$ cat src/design/gpe_pkg.sv
// ----------------------------------------------------------------------------
// Glyph pixel expander package
// Shared types, widths, register codes and font size tables.
// ----------------------------------------------------------------------------
`timescale 1ns / 1ps

package gpe_pkg;

  localparam int unsigned GPE_COORD_BITS = 10;
  localparam int unsigned GPE_FIFO_DEPTH = 2;  // power of two, pointers wrap
  localparam int unsigned GPE_BYTE_BITS  = 8;

  localparam int unsigned GPE_XY_W    = 10;
  localparam int unsigned GPE_COLOR_W = 16;
  localparam int unsigned GPE_GH_W    = 6;
  localparam int unsigned GPE_LEN_W   = 7;
  localparam int unsigned GPE_CFG_W   = 16;

  localparam int unsigned GPE_IN_FIELDS_W  = 2 * GPE_XY_W + GPE_COLOR_W + 1 + GPE_BYTE_BITS;
  localparam int unsigned GPE_IN_DATA_W    = ((GPE_IN_FIELDS_W + 7) / 8) * 8;
  localparam int unsigned GPE_OUT_FIELDS_W = 2 * GPE_XY_W + GPE_COLOR_W;
  localparam int unsigned GPE_OUT_DATA_W   = ((GPE_OUT_FIELDS_W + 7) / 8) * 8;

  // Font sizes and glyph byte counts: ceil(H/8) * (H/2)
  localparam logic [GPE_GH_W-1:0]  GPE_SIZE_12 = 6'd12;
  localparam logic [GPE_GH_W-1:0]  GPE_SIZE_16 = 6'd16;
  localparam logic [GPE_GH_W-1:0]  GPE_SIZE_24 = 6'd24;
  localparam logic [GPE_GH_W-1:0]  GPE_SIZE_32 = 6'd32;
  localparam logic [GPE_LEN_W-1:0] GPE_LEN_12  = 7'(((12 + 7) / 8) * (12 / 2));
  localparam logic [GPE_LEN_W-1:0] GPE_LEN_16  = 7'(((16 + 7) / 8) * (16 / 2));
  localparam logic [GPE_LEN_W-1:0] GPE_LEN_24  = 7'(((24 + 7) / 8) * (24 / 2));
  localparam logic [GPE_LEN_W-1:0] GPE_LEN_32  = 7'(((32 + 7) / 8) * (32 / 2));

  // Register reset values
  localparam logic [GPE_GH_W-1:0]    GPE_RST_GLYPH_HEIGHT  = GPE_SIZE_12;
  localparam logic [GPE_COLOR_W-1:0] GPE_RST_BACK_COLOR    = 16'hFFFF;
  localparam logic [GPE_XY_W-1:0]    GPE_RST_SCREEN_WIDTH  = 10'd320;
  localparam logic [GPE_XY_W-1:0]    GPE_RST_SCREEN_HEIGHT = 10'd240;

  typedef enum logic [1:0] {
    GPE_REG_GLYPH_HEIGHT,
    GPE_REG_BACK_COLOR,
    GPE_REG_SCREEN_WIDTH,
    GPE_REG_SCREEN_HEIGHT
  } gpe_reg_e;

  typedef enum logic {
    GPE_KIND_CONT,
    GPE_KIND_START
  } gpe_kind_e;

  typedef struct packed {
    gpe_kind_e                kind;
    logic [GPE_XY_W-1:0]      origin_x;
    logic [GPE_XY_W-1:0]      origin_y;
    logic [GPE_COLOR_W-1:0]   fg_color;
    logic                     overlay;
    logic [GPE_BYTE_BITS-1:0] font_byte;
  } gpe_item_t;

  typedef struct packed {
    logic [GPE_GH_W-1:0]    glyph_height;
    logic [GPE_COLOR_W-1:0] back_color;
    logic [GPE_XY_W-1:0]    screen_width;
    logic [GPE_XY_W-1:0]    screen_height;
  } gpe_cfg_t;

  // Column height; unsupported sizes act as 12
  function automatic logic [GPE_GH_W-1:0] gpe_col_height(input logic [GPE_GH_W-1:0] gh);
    logic [GPE_GH_W-1:0] h;
    case (gh)
      GPE_SIZE_16, GPE_SIZE_24, GPE_SIZE_32: h = gh;
      default:                               h = GPE_SIZE_12;
    endcase
    return h;
  endfunction

  function automatic logic [GPE_LEN_W-1:0] gpe_glyph_len(input logic [GPE_GH_W-1:0] gh);
    logic [GPE_LEN_W-1:0] len;
    case (gpe_col_height(gh))
      GPE_SIZE_16: len = GPE_LEN_16;
      GPE_SIZE_24: len = GPE_LEN_24;
      GPE_SIZE_32: len = GPE_LEN_32;
      default:     len = GPE_LEN_12;
    endcase
    return len;
  endfunction

endpackage

$ cat src/design/gpe_front.sv
// ----------------------------------------------------------------------------
// Glyph pixel expander front end
// Register incoming requests, unpack and tag them, and hand them to the queue.
// ----------------------------------------------------------------------------
`timescale 1ns / 1ps

module gpe_front import gpe_pkg::*; (
  input  logic                     clk_i,
  input  logic                     rst_ni,
  input  logic                     s_tvalid_i,
  output logic                     s_tready_o,
  input  logic [GPE_IN_DATA_W-1:0] s_tdata_i,
  input  logic                     s_tuser_i,
  output logic                     push_valid_o,
  output gpe_item_t                push_item_o,
  input  logic                     push_ready_i
);

  logic      valid_q, valid_d;
  gpe_item_t item_q, item_d;
  logic      take;

  assign s_tready_o = !valid_q || push_ready_i;
  assign take       = s_tvalid_i && s_tready_o;

  always_comb begin
    valid_d = valid_q;
    item_d  = item_q;
    if (take) begin
      valid_d            = 1'b1;
      item_d.kind        = s_tuser_i ? GPE_KIND_START : GPE_KIND_CONT;
      item_d.origin_x    = s_tdata_i[GPE_XY_W-1:0];
      item_d.origin_y    = s_tdata_i[2*GPE_XY_W-1:GPE_XY_W];
      item_d.fg_color    = s_tdata_i[2*GPE_XY_W+GPE_COLOR_W-1:2*GPE_XY_W];
      item_d.overlay     = s_tdata_i[2*GPE_XY_W+GPE_COLOR_W];
      item_d.font_byte   = s_tdata_i[GPE_IN_FIELDS_W-1:GPE_IN_FIELDS_W-GPE_BYTE_BITS];
    end else if (push_ready_i) begin
      valid_d = 1'b0;
    end
  end

  always_ff @(posedge clk_i or negedge rst_ni) begin
    if (!rst_ni) begin
      valid_q <= 1'b0;
    end else begin
      valid_q <= valid_d;
    end
  end

  always_ff @(posedge clk_i) begin
    item_q <= item_d;
  end

  assign push_valid_o = valid_q;
  assign push_item_o  = item_q;

endmodule

$ cat src/design/gpe_fifo.sv
// ----------------------------------------------------------------------------
// Glyph pixel expander request queue
// Short queue that decouples the front end from the pixel engine.
// ----------------------------------------------------------------------------
`timescale 1ns / 1ps

module gpe_fifo import gpe_pkg::*; (
  input  logic      clk_i,
  input  logic      rst_ni,
  input  logic      push_valid_i,
  input  gpe_item_t push_item_i,
  output logic      push_ready_o,
  output logic      pop_valid_o,
  output gpe_item_t pop_item_o,
  input  logic      pop_ready_i
);

  localparam int unsigned PTR_W = $clog2(GPE_FIFO_DEPTH);
  localparam int unsigned CNT_W = $clog2(GPE_FIFO_DEPTH + 1);

  gpe_item_t         mem_q [GPE_FIFO_DEPTH];
  logic [PTR_W-1:0]  wr_ptr_q, wr_ptr_d;
  logic [PTR_W-1:0]  rd_ptr_q, rd_ptr_d;
  logic [CNT_W-1:0]  cnt_q, cnt_d;
  logic              push, pop;

  assign push_ready_o = cnt_q != CNT_W'(GPE_FIFO_DEPTH);
  assign pop_valid_o  = cnt_q != '0;
  assign pop_item_o   = mem_q[rd_ptr_q];
  assign push         = push_valid_i && push_ready_o;
  assign pop          = pop_ready_i && pop_valid_o;

  always_comb begin
    wr_ptr_d = push ? wr_ptr_q + 1'b1 : wr_ptr_q;
    rd_ptr_d = pop  ? rd_ptr_q + 1'b1 : rd_ptr_q;
    cnt_d    = cnt_q;
    if (push && !pop) begin
      cnt_d = cnt_q + 1'b1;
    end else if (pop && !push) begin
      cnt_d = cnt_q - 1'b1;
    end
  end

  always_ff @(posedge clk_i or negedge rst_ni) begin
    if (!rst_ni) begin
      wr_ptr_q <= '0;
      rd_ptr_q <= '0;
      cnt_q    <= '0;
    end else begin
      wr_ptr_q <= wr_ptr_d;
      rd_ptr_q <= rd_ptr_d;
      cnt_q    <= cnt_d;
    end
  end

  always_ff @(posedge clk_i) begin
    if (push) begin
      mem_q[wr_ptr_q] <= push_item_i;
    end
  end

endmodule

$ cat src/design/gpe_back.sv
// ----------------------------------------------------------------------------
// Glyph pixel expander pixel engine
// Walk font bytes one bit per cycle while output is free, track cursor, emit pixels.
// ----------------------------------------------------------------------------
`timescale 1ns / 1ps

module gpe_back import gpe_pkg::*; #(
  parameter int unsigned COORD_BITS = GPE_COORD_BITS
) (
  input  logic                   clk_i,
  input  logic                   rst_ni,
  input  gpe_cfg_t               cfg_i,
  input  logic                   q_valid_i,
  input  gpe_item_t              q_item_i,
  output logic                   q_ready_o,
  output logic                   m_valid_o,
  input  logic                   m_ready_i,
  output logic [GPE_XY_W-1:0]    pix_x_o,
  output logic [GPE_XY_W-1:0]    pix_y_o,
  output logic [GPE_COLOR_W-1:0] pix_color_o,
  output logic                   last_o
);

  localparam int unsigned CB    = COORD_BITS;
  localparam int unsigned KW    = $clog2(GPE_BYTE_BITS);
  localparam int unsigned NW    = KW + 1;
  localparam int unsigned RW    = GPE_BYTE_BITS - 1;
  localparam logic [KW-1:0] K_LAST   = KW'(GPE_BYTE_BITS - 1);
  localparam logic [RW-1:0] REST_ONE = '1;

  // glyph state
  logic [CB-1:0]          cx_q, cx_d, cy_q, cy_d, top_q, top_d;
  logic [GPE_LEN_W-1:0]   cnt_q, cnt_d;
  logic                   done_q, done_d;
  logic [GPE_COLOR_W-1:0] color_q, color_d;
  logic                   ovl_q, ovl_d;
  // byte walk
  logic                     busy_q, busy_d;
  logic [KW-1:0]            k_q, k_d;
  logic [GPE_BYTE_BITS-1:0] bits_q, bits_d;
  // output register
  logic                   ov_q, ov_d;
  logic [GPE_XY_W-1:0]    ox_q, ox_d, oy_q, oy_d;
  logic [GPE_COLOR_W-1:0] oc_q, oc_d;
  logic                   ol_q, ol_d;

  // current view: registered byte, or the head of the queue with start applied
  logic                     load, is_start, have, out_free, drop, step;
  logic [CB-1:0]            e_cx, e_cy, e_top;
  logic [GPE_LEN_W-1:0]     e_cnt;
  logic                     e_done, e_ovl;
  logic [GPE_COLOR_W-1:0]   e_color;
  logic [GPE_BYTE_BITS-1:0] e_bits;
  logic [KW-1:0]            e_k;

  logic [GPE_GH_W-1:0]  h;
  logic [GPE_LEN_W-1:0] glen, cnt_inc;
  logic [CB-1:0]        h_c, cy_n, d_off, s_col;
  logic [CB:0]          ny, nx, sh_w, sw_w, cy_w, e_edge;
  logic                 hit_h, hit_w, col_end, term, cur, emit;
  logic [NW-1:0]        n0, n1, n2;
  logic [KW-1:0]        later;
  logic [RW-1:0]        later_mask;
  logic                 later_emit;

  assign load     = !busy_q && q_valid_i;
  assign is_start = load && (q_item_i.kind == GPE_KIND_START);
  assign have     = busy_q || q_valid_i;
  assign out_free = !ov_q || m_ready_i;

  always_comb begin
    e_cx    = is_start ? CB'(q_item_i.origin_x) : cx_q;
    e_cy    = is_start ? CB'(q_item_i.origin_y) : cy_q;
    e_top   = is_start ? CB'(q_item_i.origin_y) : top_q;
    e_color = is_start ? q_item_i.fg_color : color_q;
    e_ovl   = is_start ? q_item_i.overlay : ovl_q;
    e_cnt   = is_start ? '0 : cnt_q;
    e_done  = is_start ? 1'b0 : done_q;
    e_bits  = busy_q ? bits_q : q_item_i.font_byte;
    e_k     = busy_q ? k_q : '0;
  end

  assign drop      = load && e_done;
  assign step      = have && !e_done && out_free;
  assign q_ready_o = drop || (load && step);

  // one column step
  assign h       = gpe_col_height(cfg_i.glyph_height);
  assign glen    = gpe_glyph_len(cfg_i.glyph_height);
  assign h_c     = CB'(h);
  assign sh_w    = (CB+1)'(cfg_i.screen_height);
  assign sw_w    = (CB+1)'(cfg_i.screen_width);
  assign ny      = (CB+1)'(e_cy) + (CB+1)'(1);
  assign nx      = (CB+1)'(e_cx) + (CB+1)'(1);
  assign cy_n    = ny[CB-1:0];
  assign hit_h   = ny >= sh_w;
  assign hit_w   = nx >= sw_w;
  assign col_end = (cy_n - e_top) == h_c;
  assign term    = hit_h || col_end || (e_k == K_LAST);
  assign cur     = e_bits[GPE_BYTE_BITS-1];
  assign emit    = cur || !e_ovl;
  assign cnt_inc = e_cnt + 1'b1;

  // steps left in this byte, this one included: bit budget, column end, bottom edge
  assign d_off  = e_cy - e_top;
  assign s_col  = h_c - d_off;
  assign cy_w   = (CB+1)'(e_cy);
  assign e_edge = (cy_w >= sh_w) ? (CB+1)'(1) : sh_w - cy_w;

  always_comb begin
    n0 = NW'(GPE_BYTE_BITS) - NW'(e_k);
    n1 = ((s_col != '0) && (s_col < CB'(n0))) ? NW'(s_col) : n0;
    n2 = (e_edge < (CB+1)'(n1)) ? NW'(e_edge) : n1;
    later      = KW'(n2 - NW'(1));
    later_mask = ~(REST_ONE >> later);
    later_emit = ((later != '0) && !e_ovl) || (|(e_bits[RW-1:0] & later_mask));
  end

  always_comb begin
    cx_d    = cx_q;
    cy_d    = cy_q;
    top_d   = top_q;
    cnt_d   = cnt_q;
    done_d  = done_q;
    color_d = color_q;
    ovl_d   = ovl_q;
    busy_d  = busy_q;
    k_d     = k_q;
    bits_d  = bits_q;
    ov_d    = ov_q;
    ox_d    = ox_q;
    oy_d    = oy_q;
    oc_d    = oc_q;
    ol_d    = ol_q;

    if (m_ready_i) begin
      ov_d = 1'b0;
    end

    if (step) begin
      top_d   = e_top;
      color_d = e_color;
      ovl_d   = e_ovl;
      cx_d    = e_cx;
      cnt_d   = e_cnt;
      done_d  = 1'b0;
      cy_d    = cy_n;
      busy_d  = !term;
      k_d     = e_k + 1'b1;
      bits_d  = e_bits << 1;

      if (hit_h) begin
        done_d = 1'b1;
      end else if (col_end) begin
        cy_d = e_top;
        cx_d = nx[CB-1:0];
        if (hit_w) begin
          done_d = 1'b1;
        end else begin
          cnt_d  = cnt_inc;
          done_d = cnt_inc >= glen;
        end
      end else if (term) begin
        cnt_d  = cnt_inc;
        done_d = cnt_inc >= glen;
      end

      if (emit) begin
        ov_d = 1'b1;
        ox_d = GPE_XY_W'(e_cx);
        oy_d = GPE_XY_W'(e_cy);
        oc_d = cur ? e_color : cfg_i.back_color;
        ol_d = !later_emit;
      end
    end
  end

  always_ff @(posedge clk_i or negedge rst_ni) begin
    if (!rst_ni) begin
      cx_q    <= '0;
      cy_q    <= '0;
      top_q   <= '0;
      cnt_q   <= '0;
      done_q  <= 1'b1;
      color_q <= '0;
      ovl_q   <= 1'b0;
      busy_q  <= 1'b0;
      k_q     <= '0;
      ov_q    <= 1'b0;
    end else begin
      cx_q    <= cx_d;
      cy_q    <= cy_d;
      top_q   <= top_d;
      cnt_q   <= cnt_d;
      done_q  <= done_d;
      color_q <= color_d;
      ovl_q   <= ovl_d;
      busy_q  <= busy_d;
      k_q     <= k_d;
      ov_q    <= ov_d;
    end
  end

  always_ff @(posedge clk_i) begin
    bits_q <= bits_d;
    ox_q   <= ox_d;
    oy_q   <= oy_d;
    oc_q   <= oc_d;
    ol_q   <= ol_d;
  end

  assign m_valid_o   = ov_q;
  assign pix_x_o     = ox_q;
  assign pix_y_o     = oy_q;
  assign pix_color_o = oc_q;
  assign last_o      = ol_q;

endmodule

$ cat src/design/bitmap_glyph_pixel_expander_top.sv
// ----------------------------------------------------------------------------
// Bitmap glyph pixel expander
// Turn column-major font bytes into a stream of pixel writes.
// ----------------------------------------------------------------------------
// Send a glyph's font bytes in order, with tuser high on the first one to latch
// origin, foreground color and overlay mode. Each byte is walked MSB first, one
// bit per cycle, down the current column: set bits write the foreground color,
// clear bits write back_color unless overlay is set. A byte covers as many column
// steps as it has bits, fewer when it closes a column or hits the bottom edge,
// and is dropped when no glyph is active. The single-step engine walks one bit
// per cycle while downstream keeps tready high and a byte is waiting; in overlay
// mode clear bits write no pixel. A request passes a front register, a two-entry
// queue and the engine's output register before its first pixel leaves, and new
// requests keep flowing in while the engine works, until the queue and front
// register fill. tlast marks the final pixel a byte causes. Write the
// configuration registers only while the block is idle.
// ----------------------------------------------------------------------------
`timescale 1ns / 1ps

module bitmap_glyph_pixel_expander_top import gpe_pkg::*; #(
  parameter int unsigned COORD_BITS = GPE_COORD_BITS
) (
  input  logic                      clk_i,
  input  logic                      rst_ni,
  // configuration write port
  input  logic                      cfg_we_i,
  input  logic [1:0]                cfg_idx_i,
  input  logic [GPE_CFG_W-1:0]      cfg_wdata_i,
  // font byte requests
  input  logic                      s_axis_tvalid,
  output logic                      s_axis_tready,
  // origin_x[9:0], origin_y[19:10], fg_color[35:20], overlay[36], font_byte[44:37]
  input  logic [GPE_IN_DATA_W-1:0]  s_axis_tdata,
  // glyph_start[0]
  input  logic                      s_axis_tuser,
  // pixel writes
  output logic                      m_axis_tvalid,
  input  logic                      m_axis_tready,
  // pix_x[9:0], pix_y[19:10], pix_color[35:20]
  output logic [GPE_OUT_DATA_W-1:0] m_axis_tdata,
  output logic                      m_axis_tlast
);

  gpe_cfg_t               cfg_q, cfg_d;
  logic                   push_valid, push_ready;
  gpe_item_t              push_item;
  logic                   pop_valid, pop_ready;
  gpe_item_t              pop_item;
  logic [GPE_XY_W-1:0]    pix_x, pix_y;
  logic [GPE_COLOR_W-1:0] pix_color;

  // Register file: truncate write data to the register width
  always_comb begin
    cfg_d = cfg_q;
    if (cfg_we_i) begin
      case (gpe_reg_e'(cfg_idx_i))
        GPE_REG_GLYPH_HEIGHT:  cfg_d.glyph_height  = cfg_wdata_i[GPE_GH_W-1:0];
        GPE_REG_BACK_COLOR:    cfg_d.back_color    = cfg_wdata_i[GPE_COLOR_W-1:0];
        GPE_REG_SCREEN_WIDTH:  cfg_d.screen_width  = cfg_wdata_i[GPE_XY_W-1:0];
        GPE_REG_SCREEN_HEIGHT: cfg_d.screen_height = cfg_wdata_i[GPE_XY_W-1:0];
        default:               cfg_d = cfg_q;
      endcase
    end
  end

  always_ff @(posedge clk_i or negedge rst_ni) begin
    if (!rst_ni) begin
      cfg_q.glyph_height  <= GPE_RST_GLYPH_HEIGHT;
      cfg_q.back_color    <= GPE_RST_BACK_COLOR;
      cfg_q.screen_width  <= GPE_RST_SCREEN_WIDTH;
      cfg_q.screen_height <= GPE_RST_SCREEN_HEIGHT;
    end else begin
      cfg_q <= cfg_d;
    end
  end

  // Front end: take the request, tag start bytes
  gpe_front u_front (
    .clk_i        (clk_i),
    .rst_ni       (rst_ni),
    .s_tvalid_i   (s_axis_tvalid),
    .s_tready_o   (s_axis_tready),
    .s_tdata_i    (s_axis_tdata),
    .s_tuser_i    (s_axis_tuser),
    .push_valid_o (push_valid),
    .push_item_o  (push_item),
    .push_ready_i (push_ready)
  );

  // Queue between front end and pixel engine
  gpe_fifo u_fifo (
    .clk_i        (clk_i),
    .rst_ni       (rst_ni),
    .push_valid_i (push_valid),
    .push_item_i  (push_item),
    .push_ready_o (push_ready),
    .pop_valid_o  (pop_valid),
    .pop_item_o   (pop_item),
    .pop_ready_i  (pop_ready)
  );

  // Pixel engine: one bit per cycle into the output register while it is free
  gpe_back #(
    .COORD_BITS (COORD_BITS)
  ) u_back (
    .clk_i       (clk_i),
    .rst_ni      (rst_ni),
    .cfg_i       (cfg_q),
    .q_valid_i   (pop_valid),
    .q_item_i    (pop_item),
    .q_ready_o   (pop_ready),
    .m_valid_o   (m_axis_tvalid),
    .m_ready_i   (m_axis_tready),
    .pix_x_o     (pix_x),
    .pix_y_o     (pix_y),
    .pix_color_o (pix_color),
    .last_o      (m_axis_tlast)
  );

  // Pack pixel fields, pad to whole bytes
  assign m_axis_tdata = GPE_OUT_DATA_W'({pix_color, pix_y, pix_x});

endmodule

$ cat config.mk
export PLATFORM = sky130hd
export DESIGN_NAME = bitmap_glyph_pixel_expander_top
export DESIGN_NICKNAME = d
export VERILOG_FILES = /design/src/design/gpe_pkg.sv /design/src/design/gpe_front.sv /design/src/design/gpe_fifo.sv /design/src/design/gpe_back.sv /design/src/design/bitmap_glyph_pixel_expander_top.sv
export SDC_FILE = /design/constraint.sdc
export NUM_CORES = 1
export LEC_CHECK = 0
export ABC_AREA = 1
export ABC_CLOCK_PERIOD_IN_PS = 15740
export BUFFER_PORTS_ARGS = -buffer_cell sky130_fd_sc_hd__buf_4
export CORE_ASPECT_RATIO = 0.9
export CORE_UTILIZATION = 45
export CTS_CLUSTER_DIAMETER = 40
export DETAILED_ROUTE_END_ITERATION = 10
export PLACE_DENSITY = 0.7
export SKIP_CTS_REPAIR_TIMING = 1
export SLEW_MARGIN = 20
export SYNTH_ARGS = -nofsm -noshare
export SYNTH_HDL_FRONTEND = slang
export SYNTH_HIERARCHICAL = 1
export SYNTH_SLANG_ARGS = --single-unit
$ cat constraint.sdc
create_clock -name clk_i -period 15.74 [get_ports clk_i]
set_clock_uncertainty 0.1 [all_clocks]
set_input_delay 2.361 -clock clk_i [delete_from_list [all_inputs] [get_ports clk_i]]
set_output_delay 2.361 -clock clk_i [all_outputs]
set_load 0.02 [all_outputs]
== Word level (Yosys, flattened, before mapping) ==
Memory sizes are Yosys's and may differ from the RTL's.
Index checks and enable logic that the tools add are counted.
Word-level totals
  memory bits (writable): 92
  memories kept: 1
  output and inout port bits: 43
  register bits after elaboration: 197
  logic and storage cells: 145
  input bits: 72
Cells by class
  magnitude comparators: 6
  bitwise logic cells: 2
  shift-type cells: 1
  reductions and logical operators: 43
  mux-type cells: 37
  add/subtract/negate cells: 14
  equal/unequal tests: 12
Memories
  u_fifo.mem_q: depth 2, bits a word 46, read ports 1, clocked after memory_dff 0, wr ports 1, RTL line gpe_fifo.sv:21  | gpe_item_t mem_q [GPE_FIFO_DEPTH];
Operators with widths (count)
  2-to-1 mux 10 bit: 7
  2-to-1 mux 7 bit: 5
  2-to-1 mux 16 bit: 2
  equality test 6 x 5 -> 1 bit (second input constant): 4
  adder 10 x 1 -> 11 bit (second input constant): 2
  greater-or-equal comparator 11 x 10 -> 1 bit: 2
  case mux 7 bit (3 select lines): 1
  subtractor 10 bit: 2
  2-to-1 mux 1 bit: 14
  logical AND 1 bit: 13
  equality test 6 bit (second input constant): 2
  less-than comparator 11 x 4 -> 1 bit: 1
  2-to-1 mux 11 bit: 1
  subtractor 10 x 10 -> 11 bit: 1
  equality test 10 x 6 -> 1 bit: 1
  greater-or-equal comparator 10 bit: 1
  less-than comparator 10 x 4 -> 1 bit: 1
  AND reduction 2 bit: 5
  nonzero test 10 bit: 1
  subtractor 6 x 10 -> 10 bit: 1
  logical NOT 1 bit: 9
  logical OR 1 bit: 8
  2-to-1 mux 8 bit: 1
  adder 7 x 1 -> 7 bit (second input constant): 1
  other kinds (23): 29

== Depth between registers and ports, before layout ==
Gate-level depths: netlist of run 1.
  depth in word-level cells: 18
  gate-level depth with buffers: 43
  mapped depth without buffers: 38

== Hierarchy ==
Netlist of run 1, hierarchy kept.
By module, submodules not included
  gpe_back: seq. area each 2824.0 µm², area each 8394.3 µm², instances 1, cells each 1169
  gpe_fifo: seq. area each 2862.7 µm², area each 3590.9 µm², instances 1, cells each 269
  bitmap_glyph_pixel_expander_top: seq. area each 1081.0 µm², area each 1845.5 µm², instances 1, cells each 194
  gpe_front: seq. area each 1406.3 µm², area each 1426.4 µm², instances 1, cells each 52

== Worst setup path before layout of run 1 ==
Ideal clock, no wire load.
  kind: reg-to-reg
  start: register u_fifo.rd_ptr_q
  end: register u_back.ol_q, in the netlist u_back/last_o (data pin)
  buffers on the path: 5
  slack: 9.406 ns
  period minus slack after synthesis: 6.334 ns
  data required time: 15.433 ns
  stages on the path, launching flop included: 41
  library setup time: 0.207 ns
  data arrival time: 6.027 ns
  cell sequence: dfrtp_1 -> inv_2 -> buf_4 -> nand2_1 -> nand2_1 -> nand3_2 -> buf_4 -> buf_2 -> buf_1 -> or2_2 -> o21ai_0 -> inv_1 -> fa_1 -> ha_1 -> clkbuf_1 -> a21oi_1 -> nand3b_1 -> nand2_1 -> (+5 left out) -> nand3b_1 -> nor2_1 -> nand2_1 -> o21ai_0 -> ha_1 -> nand2_1 -> inv_1 -> nand2_1 -> nand2_1 -> nand2_1 -> nand2_1 -> nand2_1 -> nand2_1 -> ha_1 -> inv_1 -> ha_1 -> o21a_1 -> a2111oi_0
RTL lines
  start, declared: RTL line gpe_fifo.sv:23  | logic [PTR_W-1:0] rd_ptr_q, rd_ptr_d;
  start signal, assigned: RTL line gpe_fifo.sv:51  | rd_ptr_q <= rd_ptr_d;
  end signal, assigned: RTL line gpe_back.sv:209  | ol_q <= ol_d;
  end, declared: RTL line gpe_back.sv:45  | logic ol_q, ol_d;

==> results of run 1 <==
[kinds of logic after synthesis]
logic type / after synthesis / synth area share
AND/OR/NAND/NOR: 849 / 0.237
flip-flops: 289 / 0.536
buffers and inverters: 244 / 0.0696
AO/OA/AOI/OAI: 184 / 0.0669
adder cells (fa/ha/maj): 82 / 0.0712
XOR/XNOR: 32 / 0.0184
other: 3 / 0.000738
multiplexers: 1 / 0.000656
[worst max-delay path by stage]
| stage | end | slack [ns] | cells after the start | start |
|---|---|---|---|---|
| floorplan | u_back/last_o | 9.41 | 40 | u_fifo/rd_ptr_q |
| global placement | u_back/last_o | 7.17 | 36 | u_fifo/rd_ptr_q |
| detailed placement | u_back/last_o | 7.09 | 36 | u_fifo/rd_ptr_q |
| CTS | u_back/last_o | 7.08 | 36 | u_fifo/rd_ptr_q |
| global route | u_back/last_o | 6.27 | 36 | u_fifo/rd_ptr_q |
| finish | u_back/last_o | 7.04 | 36 | u_fifo/rd_ptr_q |
[cells in the mapped netlist (12+ instances only)]
cell and number:
nand2_1 590, edfxtp_1 182, inv_1 180, dfrtp_1 82, o21ai_0 81, nor2_1 77
ha_1 74, nand3_1 70, nand4_1 60, a21oi_1 36, o21ai_1 30, dfstp_2 25
xor2_1 24, clkbuf_1 19, buf_2 16, or2_2 14, buf_6 12
[layer usage]
| metal | routed length [um] | vias up | track usage |
|---|---|---|---|
| met5 | 0 | - | 0 |
| met4 | 1050 | 0 | 0.0765 |
| met3 | 2310 | 68 | 0.0347 |
| met2 | 15700 | 371 | 0.317 |
| met1 | 16200 | 5354 | 0.299 |
| li1 | - | 5759 | - |
[sequential cells by signal (all words and copies together), names as in the netlist, 7 cells and up]
signal               count
cfg_q                   42
u_back/bits_q            7
u_back/cnt_q             7
u_back/color_q          16
u_back/cx_q             10
u_back/cy_q             10
u_back/pix_color_o      16
u_back/pix_x_o          10
u_back/pix_y_o          10
u_back/top_q            10
u_fifo/mem_q            92
u_front/push_item_o     46
[cells in the final DEF, fill, tap and decap left out, types with 9 or more instances in the layout]
master and instances:
a21oi_1 35, xor2_1 24, inv_1 179, nand3_1 70, dfrtp_1 82, o21ai_0 81, nand4_1 60, buf_4 115
dfstp_2 25, ha_1 74, o21ai_1 30, edfxtp_1 182, clkbuf_16 41, or2_2 14, nor3_1 9, nand2_1 590
inv_6 9, nor2_1 74
[worst reg2reg max path, delay by kind of cell (launching register included)]
kind                     cells  cell delay, ns
AND/OR/NAND/NOR             17            2.31
adder cells (fa/ha/maj)      6            2.03
AO/OA/AOI/OAI                6            2.00
buffers and inverters        7            1.71
flip-flops                   1            0.33
[stage by stage]
step,cells,setup WS (ns)
final,2275,7.04
after global routing,2275,6.27
after CTS,2275,7.08
after detailed placement,2199,7.09
after global placement,2199,7.17
after floorplan,1687,9.41
[area by class of cell]
class	count	area [um2]	area share
Timing Repair Buffer	115	863	0.0485
Inverter	186	703	0.0395
Clock buffer	47	1100	0.0618
Sequential cell	289	8170	0.460
Tap cell	455	569	0.0320
Multi-Input combinational cell	1154	6070	0.341
Clock inverter	29	312	0.0175
==> impl_metrics.json, run 1 <==
{
  "wire_per_inst_um": 15.5,
  "n_fill_cell": 2930,
  "synth_cell_types": 50,
  "clock-sinks": 289,
  "tightest_slew_ns": 0.932,
  "timing.hold.ws_ns": 0.342,
  "critPathArrivalTime_ns": 8.92,
  "timing.rr.end": "u_back/last_o",
  "max_clock_freq_mhz": 115,
  "worst_path_max_delay_cell": "clkinv_2",
  "synth_top_cell_by_area": "edfxtp_1",
  "finalSetupViolCount": 0,
  "critPathBufInv": 7,
  "grt_max_degree": 76,
  "worst_r2r_path_depth": 36,
  "rows": 63,
  "ioPinCount": 115,
  "worstSkewPairLatency_ns": 0.56,
  "period_needed_ns": 8.70,
  "max_stage_delay_ns": 0.86,
  "critPathMostFrequentCell": "nand2_1",
  "cp-start-kind": "flip-flop",
  "min_from": "u_front/push_item_o[2]",
  "synth_top_area_frac": 0.358,
  "fin_area_mm2": 0.0178,
  "cp.required_ns": 15.96,
  "grt_pass1_wl_mm": 56.7,
  "synthCells": 1684,
  "ys_ff_latch": 289,
  "grt.total_usage": 0.208,
  "clockRootBuffer": "clkbuf_16",
  "drv_slew": 0,
  "gp_congestion": 0.927,
  "drt-vias-per-instance": 5.08,
  "rr_startpoint": "u_fifo/rd_ptr_q",
  "start_util": 0.460,
  "syn-mean-instance-area_um2": 9.06,
  "core-area_mm2": 0.0332,
  "hold_depth": 0,
  "synthTopCellsByArea": "edfxtp_1, nand2_1, dfrtp_1",
  "whs_endpoint": "u_fifo/mem_q[1][2]",
  "period_share": 0.553,
  "routed_wl_mm": 35.2,
  "crit_path_end_kind": "flip-flop",
  "io_buffer_count": 107,
  "place_area_mm2": 0.0164,
  "slew_headroom": 0.379,
  "grt_setup_unrepaired": "false",
  "synth_edf_count": 182,
  "synthArstFlopShare": 0.370,
  "fp.dieH_um": 177,
  "areaGrowthSynthToFinish_pct": 16.6,
  "antenna_cells": 0,
  "antenna_found_initial": 0,
  "crit_type": "flip-flop to flip-flop",
  "ant_nets": 0,
  "grt.overflow.total": 0,
  "numCtsBuffers": 41,
  "cts.reportedPaths.clkPinSlew_ns": 0.06,
  "yosysWarnings": 6,
  "drtPass1Iterations": 6,
  "via_count": 11600,
  "cts_tree": "done",
  "fin_util": 0.536,
  "hold_path.class": "flip-flop to flip-flop",
  "cts.htree.levels": 2,
  "cts_buffer_depth": 3,
  "dieArea_mm2": 0.0346,
  "status": "completed",
  "grt_pass1_vias": 10600,
  "final_nets": 1941,
  "finalHoldViolations": 0,
  "dp_hpwl_mm": 24.6,
  "timing.reg2reg.setup_slack_ns": 7.04,
  "crit_family": "simple AND/OR/NAND/NOR gates",
  "drc": 0,
  "drt-initial-drc-count": 1009,
  "synth_area_mm2": 0.0153,
  "setup_tns_ns": 0,
  "cp_max_fo": 54,
  "synth_flop_cell": "edfxtp_1",
  "drive_gt1_frac": 0.144,
  "maxCapViolCount": 0,
  "synth-seq-area-share": 0.536,
  "die_x_um": 196
}
Power of run 1 is not shown: default switching activity piles up to over one toggle a cycle in this logic, so the estimate is an artifact.
==> run 2: changes to the inputs <==
--- a/config.mk
+++ b/config.mk
@@ -5,8 +5,8 @@
 export SDC_FILE = /design/constraint.sdc
 export NUM_CORES = 1
 export LEC_CHECK = 0
-export ABC_AREA = 1
-export ABC_CLOCK_PERIOD_IN_PS = 15740
+export ABC_AREA = 0
+export ABC_CLOCK_PERIOD_IN_PS = 8100
 export BUFFER_PORTS_ARGS = -buffer_cell sky130_fd_sc_hd__buf_4
 export CORE_ASPECT_RATIO = 0.9
 export CORE_UTILIZATION = 45
==> constraint.sdc (replaced) <==
create_clock -name clk_i -period 8.1 [get_ports clk_i]
set_clock_uncertainty 0.1 [all_clocks]
set_input_delay 1.215 -clock clk_i [delete_from_list [all_inputs] [get_ports clk_i]]
set_output_delay 1.215 -clock clk_i [all_outputs]
set_load 0.02 [all_outputs]
==> run 2 against run 1 <==
The run now ends with design-rule violations left. Clock-buffer cell count shrank 1. Register-to-register slack worse by 6.4 ns. Non-clock buffer count rose by 16. Design area down 2.3%. Global-route usage fell by 1.4 points. Sequential cell count did not move. Sequential share of layout area up 1.1 points. Fmax up 16%. Highest routed layer unchanged. Critical path depth fell by 10. Largest cell class unchanged. Die area is 3.8% lower.
==> impl_metrics.json, run 2 <==
{
  "rows": 62,
  "crit_type": "flip-flop to flip-flop",
  "drt-initial-drc-count": 576,
  "synth_top_area_frac": 0.372,
  "cp.required_ns": 8.40,
  "core-area_mm2": 0.0320,
  "yosysMostFrequentCell": "edfxtp_1",
  "powerDensity_mw_per_mm2": 486,
  "die_x_um": 192,
  "fp.dieH_um": 173,
  "cts.htree.levels": 2,
  "worst_path_max_delay_cell": "a221oi_1",
  "ioPinCount": 115,
  "antenna_cells": 0,
  "grt_setup_unrepaired": "false",
  "synth_cell_types": 79,
  "dieArea_mm2": 0.0333,
  "synth-seq-area-share": 0.557,
  "period_needed_ns": 7.49,
  "synth_area_mm2": 0.0147,
  "fin_util": 0.542,
  "synthCells": 1163,
  "routed_wl_mm": 31.8,
  "power_leakage_nw": 7.28,
  "layout_commonest_cell": "edfxtp_1",
  "timing.hold.ws_ns": 0.341,
  "largest_reg_flops": 92,
  "tightest_slew_ns": 1.00,
  "finalSetupViolCount": 0,
  "synth_edf_count": 182,
  "timing.reg2reg.setup_slack_ns": 0.61,
  "crit_path_end_kind": "flip-flop",
  "worstSkewPairLatency_ns": 0.54,
  "hold_path.class": "flip-flop to flip-flop",
  "clockRootBuffer": "clkbuf_16",
  "startpoint": "u_fifo/rd_ptr_q",
  "grt_pass1_wl_mm": 50.1,
  "setup_tns_ns": 0,
  "grt_pass1_vias": 9203,
  "synth_flop_cell": "edfxtp_1",
  "crit_family": "compound AO/OA/AOI/OAI gates",
  "ys_ff_latch": 289,
  "syn-mean-instance-area_um2": 12.6,
  "start_util": 0.458,
  "final_nets": 1454,
  "antenna_found_initial": 0,
  "n_fill_cell": 2650,
  "cts_tree": "done",
  "rr_startpoint": "u_fifo/rd_ptr_q",
  "grt.total_usage": 0.194,
  "critPathArrivalTime_ns": 7.79,
  "cp_max_fo": 30,
  "via_count": 9378,
  "slew_headroom": 0.332,
  "critPathBufInv": 4,
  "period_share": 0.925,
  "ant_nets": 0,
  "regMostFlops": "u_fifo/mem_q",
  "min_from": "u_front/push_item_o[33]",
  "areaGrowthSynthToFinish_pct": 18.4,
  "drt-vias-per-instance": 5.36,
  "dp_hpwl_mm": 22.9,
  "numCtsBuffers": 40,
  "io_buffer_count": 107,
  "drive_gt1_frac": 0.272,
  "drc": 10,
  "maxCapViolCount": 0,
  "synthTopCellsByArea": "edfxtp_1, dfrtp_1, ha_1",
  "drtPass1Iterations": 8,
  "place_area_mm2": 0.0160,
  "grt.overflow.total": 0,
  "cp-start-kind": "flip-flop",
  "synthArstFlopShare": 0.370,
  "clock-sinks": 289,
  "layout_common_cells": "edfxtp_1, buf_4, nand2_1",
  "wire_per_inst_um": 18.2,
  "violations": "design-rule violations",
  "max_clock_freq_mhz": 134,
  "max_stage_delay_ns": 0.50,
  "drv_slew": 0,
  "cts.reportedPaths.clkPinSlew_ns": 0.06,
  "fin_area_mm2": 0.0174,
  "gp_congestion": 0.870,
  "peakVddDrop_uv": 221,
  "grt_max_degree": 71,
  "cts_buffer_depth": 3,
  "power_mw": 8.45,
  "yosysWarnings": 6,
  "synthTopCellsByCount": "edfxtp_1, nand2_1, dfrtp_1",
  "finalHoldViolations": 0,
  "status": "complete, but fails checks",
  "synth_top_cell_by_area": "edfxtp_1"
}
## run 2: changes by cell type in the layout (fill, tap and decap cells not counted), moves of 16 or more
cell     previous run  this run
buf_4             115       131
nor2_1             74        47
o21ai_1            30         3
mux2i_1             1        37
mux2_2              0        74
xnor2_1             8        29
nand4_1            60         9
nand3_1            70        29
nand2_1           590        97
and2_1              0        16
mux2_4              0        40
inv_1             179        74
o21ai_0            81        61
## run 2: final cells by class
type / count / area [um2] / share of cell area
Multi-Input combinational cell: 763 / 6060 / 0.349
Tap cell: 416 / 520 / 0.0300
Clock inverter: 28 / 302 / 0.0174
Sequential cell: 289 / 8180 / 0.470
Inverter: 75 / 282 / 0.0162
Timing Repair Buffer: 131 / 983 / 0.0566
Clock buffer: 46 / 1050 / 0.0606
## run 2: power by group
| group | switching [mW] | total [mW] | internal [mW] |
|---|---|---|---|
| combinational | 2.53 | 4.30 | 1.77 |
| sequential | 0.210 | 2.42 | 2.21 |
| clock | 0.677 | 1.73 | 1.05 |
## run 2: logic make-up after synthesis
kind of cell,share of synthesized area
xor gates and xnor gates,0.0263
buffers and inverters,0.0345
DFF,0.557
AOI/OAI and AO/OA,0.0882
adders and majority gates,0.0740
and+or+nand+nor,0.0957
other,0.000767
muxes,0.124
## run 2: routing by layer
metal | share of wire | vias up | global-route usage
met2 | 0.42 | 300 | 0.281
met5 | 0 | - | 0
li1 | - | 4521 | -
met3 | 0.059 | 40 | 0.0314
met1 | 0.50 | 4517 | 0.298
met4 | 0.019 | 0 | 0.0538
## run 2: final timing paths
path,end,cells past startpoint
setup / recovery,u_back/last_o,26
hold / removal,u_fifo/mem_q[0][33],0
setup reg to reg,u_back/last_o,26
hold reg to reg,u_fifo/mem_q[0][33],0
max in group asynchronous,u_fifo/rd_ptr_q,2
min in group asynchronous,u_fifo/wr_ptr_q,1
## run 2: metrics by stage
stage | std cells | setup slack (ns)
after floorplan | 1166 | 0.421
after global placement | 1671 | 0.710
after detailed placement | 1671 | 0.513
after CTS | 1745 | 0.500
after global routing | 1748 | 0.135
final | 1748 | 0.610
Power figures use the tool's default switching activity.
